==> src/hw/rtl/kts_pkg.sv <==
// ----------------------------------------------------------------------------
// Keyframe track sampler package
// Shared types, codes and helpers for the key store, controller and datapath.
// ----------------------------------------------------------------------------
package kts_pkg;

   // Key word layout: time, x, y, z (32 bits each) and w (16 bits).
   localparam int WORD_W = 144;
   localparam int F_W    = 48;
   localparam int ACC_W  = 81;

   // Result status codes.
   localparam logic [1:0] ST_OK      = 2'd0;
   localparam logic [1:0] ST_EMPTY   = 2'd1;
   localparam logic [1:0] ST_EQUAL   = 2'd2;
   localparam logic [1:0] ST_WRITTEN = 2'd3;

   // Result source select codes.
   localparam logic [2:0] OUT_ZERO  = 3'd0;
   localparam logic [2:0] OUT_CUR   = 3'd1;
   localparam logic [2:0] OUT_PREV  = 3'd2;
   localparam logic [2:0] OUT_BLEND = 3'd3;

   // Iteration counts of the serial divider and square root units.
   localparam logic [5:0] FRAC_STEPS = 6'd48;
   localparam logic [5:0] SQRT_STEPS = 6'd32;
   localparam logic [5:0] NORM_STEPS = 6'd16;

   // Commands from the controller to the datapath.
   typedef struct packed {
      logic       load_req;
      logic       write;
      logic       scan_clr;
      logic       rd;
      logic       shift;
      logic       s_inc;
      logic       frac_load;
      logic       div_step;
      logic       f_load;
      logic       mul_lo;
      logic       mul_hi;
      logic       mul_sq;
      logic       blend_store;
      logic       sum_add;
      logic       sqrt_load;
      logic       sqrt_step;
      logic       ndiv_load;
      logic       q_store;
      logic [1:0] comp;
      logic       emit;
      logic [2:0] out_sel;
      logic [1:0] status;
   } kts_cmd_type;

   // Status from the datapath to the controller.
   typedef struct packed {
      logic is_write;
      logic is_rot;
      logic empty;
      logic scan_go;
      logic s_zero;
      logic den_zero;
      logic sum_zero;
   } kts_sts_type;

   // Time stamp of a key word.
   function automatic logic signed [31:0] word_time(input logic [WORD_W-1:0] w);
      return $signed(w[143:112]);
   endfunction

   // One value component of a key word, w sign-extended.
   function automatic logic signed [31:0] word_comp(input logic [WORD_W-1:0] w,
                                                    input logic [1:0] c);
      logic signed [31:0] v;
      case (c)
         2'd0:    v = $signed(w[111:80]);
         2'd1:    v = $signed(w[79:48]);
         2'd2:    v = $signed(w[47:16]);
         default: v = $signed({{16{w[15]}}, w[15:0]});
      endcase
      return v;
   endfunction

   // Saturate a 32-bit signed value to 16 bits.
   function automatic logic signed [15:0] sat16(input logic signed [31:0] v);
      logic signed [15:0] r;
      if (v > 32'sd32767) begin
         r = 16'sd32767;
      end else if (v < -32'sd32768) begin
         r = -16'sd32768;
      end else begin
         r = v[15:0];
      end
      return r;
   endfunction

endpackage

==> src/hw/rtl/kts_ctrl.sv <==
// ----------------------------------------------------------------------------
// Keyframe track sampler controller
// Sequences decode, key scan, fraction divide, blend, normalize and result.
// ----------------------------------------------------------------------------
module kts_ctrl (
   input  logic                 clock,
   input  logic                 reset,
   input  logic                 start,
   output logic                 busy,
   output kts_pkg::kts_cmd_type cmd,
   input  kts_pkg::kts_sts_type sts
);
   import kts_pkg::*;

   localparam logic [4:0] S_IDLE      = 5'd0;
   localparam logic [4:0] S_DECODE    = 5'd1;
   localparam logic [4:0] S_SCAN_RD   = 5'd2;
   localparam logic [4:0] S_SCAN_CMP  = 5'd3;
   localparam logic [4:0] S_FIRST     = 5'd4;
   localparam logic [4:0] S_FRAC      = 5'd5;
   localparam logic [4:0] S_DIV_F     = 5'd6;
   localparam logic [4:0] S_F_DONE    = 5'd7;
   localparam logic [4:0] S_MUL_LO    = 5'd8;
   localparam logic [4:0] S_MUL_HI    = 5'd9;
   localparam logic [4:0] S_BLEND_FIN = 5'd10;
   localparam logic [4:0] S_SQ_LO     = 5'd11;
   localparam logic [4:0] S_SQ_HI     = 5'd12;
   localparam logic [4:0] S_SQ_FIN    = 5'd13;
   localparam logic [4:0] S_SQRT_INIT = 5'd14;
   localparam logic [4:0] S_SQRT_STEP = 5'd15;
   localparam logic [4:0] S_NDIV_INIT = 5'd16;
   localparam logic [4:0] S_NDIV_STEP = 5'd17;
   localparam logic [4:0] S_NDIV_FIN  = 5'd18;
   localparam logic [4:0] S_EMIT_B    = 5'd19;

   logic [4:0] state_ff, state_in;
   logic [5:0] iter_ff, iter_in;
   logic [1:0] comp_ff, comp_in;

   assign busy = (state_ff != S_IDLE);

   // State, iteration and component registers.
   always_ff @(posedge clock) begin
      if (reset) begin
         state_ff <= S_IDLE;
         iter_ff  <= '0;
         comp_ff  <= '0;
      end else begin
         state_ff <= state_in;
         iter_ff  <= iter_in;
         comp_ff  <= comp_in;
      end
   end

   // Next state and command decode.
   always_comb begin
      state_in = state_ff;
      iter_in  = iter_ff;
      comp_in  = comp_ff;
      cmd      = '0;
      cmd.comp = comp_ff;
      case (state_ff)
         S_IDLE: begin
            if (start) begin
               cmd.load_req = 1'b1;
               state_in     = S_DECODE;
            end
         end
         S_DECODE: begin
            if (sts.is_write) begin
               cmd.write   = 1'b1;
               cmd.emit    = 1'b1;
               cmd.out_sel = OUT_ZERO;
               cmd.status  = ST_WRITTEN;
               state_in    = S_IDLE;
            end else if (sts.empty) begin
               cmd.emit    = 1'b1;
               cmd.out_sel = OUT_ZERO;
               cmd.status  = ST_EMPTY;
               state_in    = S_IDLE;
            end else begin
               cmd.scan_clr = 1'b1;
               state_in     = S_SCAN_RD;
            end
         end
         S_SCAN_RD: begin
            cmd.rd   = 1'b1;
            state_in = S_SCAN_CMP;
         end
         S_SCAN_CMP: begin
            cmd.shift = 1'b1;
            if (sts.scan_go) begin
               cmd.s_inc = 1'b1;
               state_in  = S_SCAN_RD;
            end else if (sts.s_zero) begin
               state_in = S_FIRST;
            end else begin
               state_in = S_FRAC;
            end
         end
         S_FIRST: begin
            cmd.emit    = 1'b1;
            cmd.out_sel = OUT_CUR;
            cmd.status  = ST_OK;
            state_in    = S_IDLE;
         end
         S_FRAC: begin
            if (sts.den_zero) begin
               cmd.emit    = 1'b1;
               cmd.out_sel = OUT_PREV;
               cmd.status  = ST_EQUAL;
               state_in    = S_IDLE;
            end else begin
               cmd.frac_load = 1'b1;
               iter_in       = FRAC_STEPS - 6'd1;
               state_in      = S_DIV_F;
            end
         end
         S_DIV_F: begin
            cmd.div_step = 1'b1;
            iter_in      = iter_ff - 6'd1;
            if (iter_ff == '0) begin
               state_in = S_F_DONE;
            end
         end
         S_F_DONE: begin
            cmd.f_load = 1'b1;
            comp_in    = '0;
            state_in   = S_MUL_LO;
         end
         S_MUL_LO: begin
            cmd.mul_lo = 1'b1;
            state_in   = S_MUL_HI;
         end
         S_MUL_HI: begin
            cmd.mul_hi = 1'b1;
            state_in   = S_BLEND_FIN;
         end
         S_BLEND_FIN: begin
            cmd.blend_store = 1'b1;
            if (sts.is_rot) begin
               state_in = S_SQ_LO;
            end else if (comp_ff == 2'd2) begin
               state_in = S_EMIT_B;
            end else begin
               comp_in  = comp_ff + 2'd1;
               state_in = S_MUL_LO;
            end
         end
         S_SQ_LO: begin
            cmd.mul_lo = 1'b1;
            cmd.mul_sq = 1'b1;
            state_in   = S_SQ_HI;
         end
         S_SQ_HI: begin
            cmd.mul_hi = 1'b1;
            cmd.mul_sq = 1'b1;
            state_in   = S_SQ_FIN;
         end
         S_SQ_FIN: begin
            cmd.sum_add = 1'b1;
            if (comp_ff == 2'd3) begin
               state_in = S_SQRT_INIT;
            end else begin
               comp_in  = comp_ff + 2'd1;
               state_in = S_MUL_LO;
            end
         end
         S_SQRT_INIT: begin
            if (sts.sum_zero) begin
               cmd.emit    = 1'b1;
               cmd.out_sel = OUT_ZERO;
               cmd.status  = ST_OK;
               state_in    = S_IDLE;
            end else begin
               cmd.sqrt_load = 1'b1;
               iter_in       = SQRT_STEPS - 6'd1;
               state_in      = S_SQRT_STEP;
            end
         end
         S_SQRT_STEP: begin
            cmd.sqrt_step = 1'b1;
            iter_in       = iter_ff - 6'd1;
            if (iter_ff == '0) begin
               comp_in  = '0;
               state_in = S_NDIV_INIT;
            end
         end
         S_NDIV_INIT: begin
            cmd.ndiv_load = 1'b1;
            iter_in       = NORM_STEPS - 6'd1;
            state_in      = S_NDIV_STEP;
         end
         S_NDIV_STEP: begin
            cmd.div_step = 1'b1;
            iter_in      = iter_ff - 6'd1;
            if (iter_ff == '0) begin
               state_in = S_NDIV_FIN;
            end
         end
         S_NDIV_FIN: begin
            cmd.q_store = 1'b1;
            if (comp_ff == 2'd3) begin
               state_in = S_EMIT_B;
            end else begin
               comp_in  = comp_ff + 2'd1;
               state_in = S_NDIV_INIT;
            end
         end
         S_EMIT_B: begin
            cmd.emit    = 1'b1;
            cmd.out_sel = OUT_BLEND;
            cmd.status  = ST_OK;
            state_in    = S_IDLE;
         end
         default: begin
            state_in = S_IDLE;
         end
      endcase
   end

endmodule

==> config.mk <==
export PLATFORM = sky130hd
export DESIGN_NAME = kts_ctrl
export DESIGN_NICKNAME = d
export VERILOG_FILES = /design/src/hw/rtl/kts_pkg.sv /design/src/hw/rtl/kts_ctrl.sv
export SDC_FILE = /design/constraint.sdc
export NUM_CORES = 1
export LEC_CHECK = 0
export BUFFER_PORTS_ARGS = -buffer_cell sky130_fd_sc_hd__clkbuf_2
export CAP_MARGIN = 15
export CELL_PAD_IN_SITES_DETAIL_PLACEMENT = 1
export CELL_PAD_IN_SITES_GLOBAL_PLACEMENT = 1
export CORE_UTILIZATION = 40
export CTS_CLUSTER_DIAMETER = 40
export DETAILED_ROUTE_END_ITERATION = 6
export GPL_ROUTABILITY_DRIVEN = 0
export GPL_TIMING_DRIVEN = 0
export PLACE_DENSITY_LB_ADDON = 0.12
export SYNTH_ARGS = -nofsm -noshare
export SYNTH_HDL_FRONTEND = slang
export SYNTH_SLANG_ARGS = --single-unit
==> constraint.sdc <==
create_clock -name clock -period 5.7 [get_ports clock]
set_input_delay 0.57 -clock clock [delete_from_list [all_inputs] [get_ports clock]]
set_output_delay 0.57 -clock clock [all_outputs]
set_load 0.01 [all_outputs]
### After elaboration in Yosys (flattened, before gate mapping)

Index checks and enable logic that the tools add are counted.

* $add $sub $neg: 2
* equality and inequality tests: 30
* mux-type cells: 51
* reductions and logical operators: 14

Operators with widths (count)
* 5-bit one-hot mux with 18 select lines: 1
* 5-bit by 4-bit equality test with 1-bit output, second input constant: 8
* 5-bit two-way mux: 8
* 6-bit two-way mux: 6
* 6-bit one-hot mux with 5 select lines: 1
* 6-bit one-hot mux with 4 select lines: 1
* 1-bit two-way mux: 22
* 5-bit by 3-bit equality test with 1-bit output, second input constant: 4
* 5-bit equality test, second input constant: 4
* 2-bit != test, second input constant: 9
* 2-bit two-way mux: 8
* 5-bit by 2-bit equality test with 1-bit output, second input constant: 2
* 2-bit OR reduction: 5
* 2-bit one-hot mux with 4 select lines: 1
* 4-bit nonzero test: 2
* 6-bit logical NOT: 1
* 3-bit two-way mux: 2
* 6-bit by 1-bit subtractor with 6-bit output, second input constant: 1
* 5-bit by 1-bit equality test with 1-bit output, second input constant: 1
* 5-bit logical NOT: 1
* 5-bit AND reduction: 1
* 5-bit nonzero test: 1
* 2-bit equality test, second input constant: 2
* 4-bit two-way mux: 1
* 4 further kinds: 4

* flip-flop bits (word level): 13
* input port bits: 10
* logic and storage cells: 100

### Longest topological paths before layout

* depth after elaboration: 4
* mapped depth: 8

### Worst setup path after synthesis

Ideal clock, no wire load.

* kind: register to output
* start point: register state_ff[0]
* end point: output cmd[5] (netlist bit)
* data arrival time: 1.676 ns
* required time: 5.130 ns
* setup slack: 3.454 ns
* cell stages (with the launch flop): 7
* path through: dfxtp_1 > buf_2 > buf_1 > nor2_1 > a22oi_1 > nor2_1 > or3_1

RTL lines
* start, declared: RTL line kts_ctrl.sv:36 `logic [4:0] state_ff, state_in;`
* start signal, assigned: RTL line kts_ctrl.sv:49 `state_ff <= state_in;`
* end, declared: RTL line kts_ctrl.sv:10 `output kts_pkg::kts_cmd_type cmd,`

==> flow_metrics.env <==
export IMPL_cts_reportedPaths_clkPinSlew_ns=0.08
export IMPL_top_usage_layer="met2"
export IMPL_post_cts_setup_buffers=0
export IMPL_syn_inst=205
export IMPL_power_switching_mw=0.0660
export IMPL_cts_buffers_inserted=3
export IMPL_cts_tree="done"
export IMPL_clock_latency_ns=0.28
export IMPL_die_h_um=61.2
export IMPL_avgSynthCellArea_um2=6.84
export IMPL_synth_cell_types=53
export IMPL_syn_to_final_growth_pct=18.6
export IMPL_synthFlopType="dfxtp_1"
export IMPL_clkSinkCount=13
export IMPL_post_route_period_util_pct=51.9
export IMPL_syn_nets=218
export IMPL_startpoint_type="register"
export IMPL_ant_nets=0
export IMPL_routedWlPerCell_um=16.3
export IMPL_drc=0
export IMPL_num_vias=1716
export IMPL_antennaDiodeCount=0
export IMPL_cts_resized=0
export IMPL_vias_per_cell=5.92
export IMPL_cts_path_max_buffers=2
export IMPL_h_tree_depth=1
export IMPL_dp_hpwl_um=3690
export IMPL_finalSetupViolCount=0
export IMPL_ir_drop_v=0.000134
export IMPL_cp_arrival_ns=2.39
export IMPL_clock_fmax_mhz=338
export IMPL_clock_root_buffer="clkbuf_4"
export IMPL_ys_seq_elements=13
export IMPL_relSlewSlack_pct=56.6
export IMPL_syn_cell_area_um2=1400
export IMPL_seqCellArea_um2=260
export IMPL_synthArstFlopShare_pct=0
export IMPL_rsz0062_at_grt="no"
export IMPL_start_util_pct=42.0
export IMPL_postCtsHoldBufs=0
export IMPL_dieArea_um2=3740
export IMPL_drt_iter0_drc=94
export IMPL_port_buffers=35
export IMPL_p_int_mw=0.136
export IMPL_multi_input_area_um2=1020
export IMPL_grt_max_degree=11
export IMPL_hold_ws_ns=0.501
export IMPL_wirelength_um=4720
export IMPL_grtUsageMet2_pct=43.5
export IMPL_synth_warnings=0
export IMPL_setup_tns_ns=0
export IMPL_fillers=479
export IMPL_num_io_pins=37
export IMPL_grt_pass1_wl_um=7530
export IMPL_tightestPinTransition_ns=0.651
export IMPL_use_met1_pct=37.4
export IMPL_power_density_nw_per_um2=121
export IMPL_status="finished clean"
export IMPL_drt_pass1_iter_count=4
export IMPL_required_ns=5.13
export IMPL_synth_edf_count=0
export IMPL_die_w_um=61.2
export IMPL_grt_util_met3_pct=5.88
export IMPL_hold_class="reg2reg"
export IMPL_slew_violations=0
export IMPL_hold_violations=0
export IMPL_rows=21
export IMPL_yosysSeqAreaShare_pct=18.6
export IMPL_leakagePower_nw=0.680
export IMPL_drv_cap=0
export IMPL_skew_ns=0.00125
export IMPL_critPathMaxFanout=10
export IMPL_p_seq_share_pct=46.2
export IMPL_crit_type="reg2out"
export IMPL_coreArea_um2=3340
export IMPL_overflow=0
export IMPL_min_period_ns=2.96
export IMPL_grt_use_total_pct=27.9
export IMPL_swShare_pct=32.8
export IMPL_final_nets=258
export IMPL_antenna_found_initial=0
export IMPL_final_util_pct=49.8
export IMPL_drive_gt1_share_pct=25.8
export IMPL_clkPwrFrac_pct=29.6
export IMPL_crit_path_end_kind="output pin"
export IMPL_combinationalPowerShare_pct=24.2
export IMPL_grt_pass1_vias=1526
[flip-flops by register name, indices dropped and copies added (netlist names)]
register  flops
comp_ff       2
state_ff      5
iter_ff       6
[final cells by class]
type,count,share of cell area (%)
inverter,10,2.26
clock buffer,3,1.36
buffer,17,4.82
timing repair buffer,35,10.5
clock inverter,1,0.301
sequential,13,15.7
tap,46,3.46
multi-input combinational,165,61.6
[worst max-delay path: stages, from the launching register on]
cell and delay [ns]:
dfxtp_1 0.44, buf_2 0.25, buf_1 0.45, nor2_1 0.18
a22oi_1 0.20, nor2_1 0.07, or3_1 0.38, clkbuf_2 0.13
[power groups by stage]
stage,sequential (mW),combinational (mW),clock (mW)
3_3_place_gp,0.0952,0.0481,0
5_1_grt,0.0934,0.0536,0.0675
2_1_floorplan,0.0949,0.0312,0
4_1_cts,0.0931,0.0484,0.0636
3_5_place_dp,0.0953,0.0483,0
6_report,0.0932,0.0487,0.0597
[layout by cell type (no fill, tap or decap), types with 6 or more instances in the layout]
master	instances
nand2_1	15
buf_2	7
nor2_1	25
inv_1	10
o21ai_0	7
nand2b_1	6
a21oi_1	14
nor2b_1	8
clkbuf_2	35
nor3_1	21
dfxtp_1	13
[per-stage QoR]
stage	cells	setup slack (ns)	instance area [um2]	total power, mW
2_1_floorplan	205	3.45	1400	0.126
3_3_place_gp	286	3.09	1630	0.143
3_5_place_dp	286	3.06	1630	0.144
4_1_cts	290	2.73	1660	0.205
5_1_grt	290	2.54	1660	0.214
6_report	290	2.74	1660	0.202
[synthesized netlist by cell type, types with 6 or more instances]
library cell	n	share of area [%]
inv_1	10	2.7
a21oi_1	14	5.0
nor3_1	21	7.5
dfxtp_1	13	19
nand2_1	15	4.0
nor2b_1	8	3.6
buf_2	7	2.5
nand2b_1	6	2.7
o21ai_0	7	2.5
nor2_1	25	6.7
[cell families (layout without fill, tap and decap cells)]
family / after synthesis / count (layout) / synth area share [%]
muxes: 3 / 3 / 2.23
AOI/OAI and AO/OA: 51 / 51 / 26.5
adders and majority gates: 3 / 3 / 2.68
and+or+nand+nor: 102 / 102 / 38.2
xor gates and xnor gates: 5 / 5 / 3.13
buffers and inverters: 27 / 66 / 8.39
DFF: 13 / 13 / 18.6
other: 1 / 1 / 0.268
[worst paths after layout]
check	start	endpoint	slack (ns)	depth (start not counted)
max	state_ff[0]$_SDFFE_PP0P_	cmd[5]	2.74	7
min	iter_ff[0]$_SDFFE_PP0P_	iter_ff[0]$_SDFFE_PP0P_	0.50	2
max reg2reg	state_ff[1]$_SDFFE_PP0P_	iter_ff[3]$_SDFFE_PP0P_	3.38	7
min reg2reg	iter_ff[0]$_SDFFE_PP0P_	iter_ff[0]$_SDFFE_PP0P_	0.50	2
[per-layer routing]
layer | vias up | wire [um]
li1 | 818 | -
met1 | 822 | 2040
met2 | 67 | 2220
met3 | 9 | 375
met4 | 0 | 80
met5 | - | 0
(Power assumes the default switching activity.)
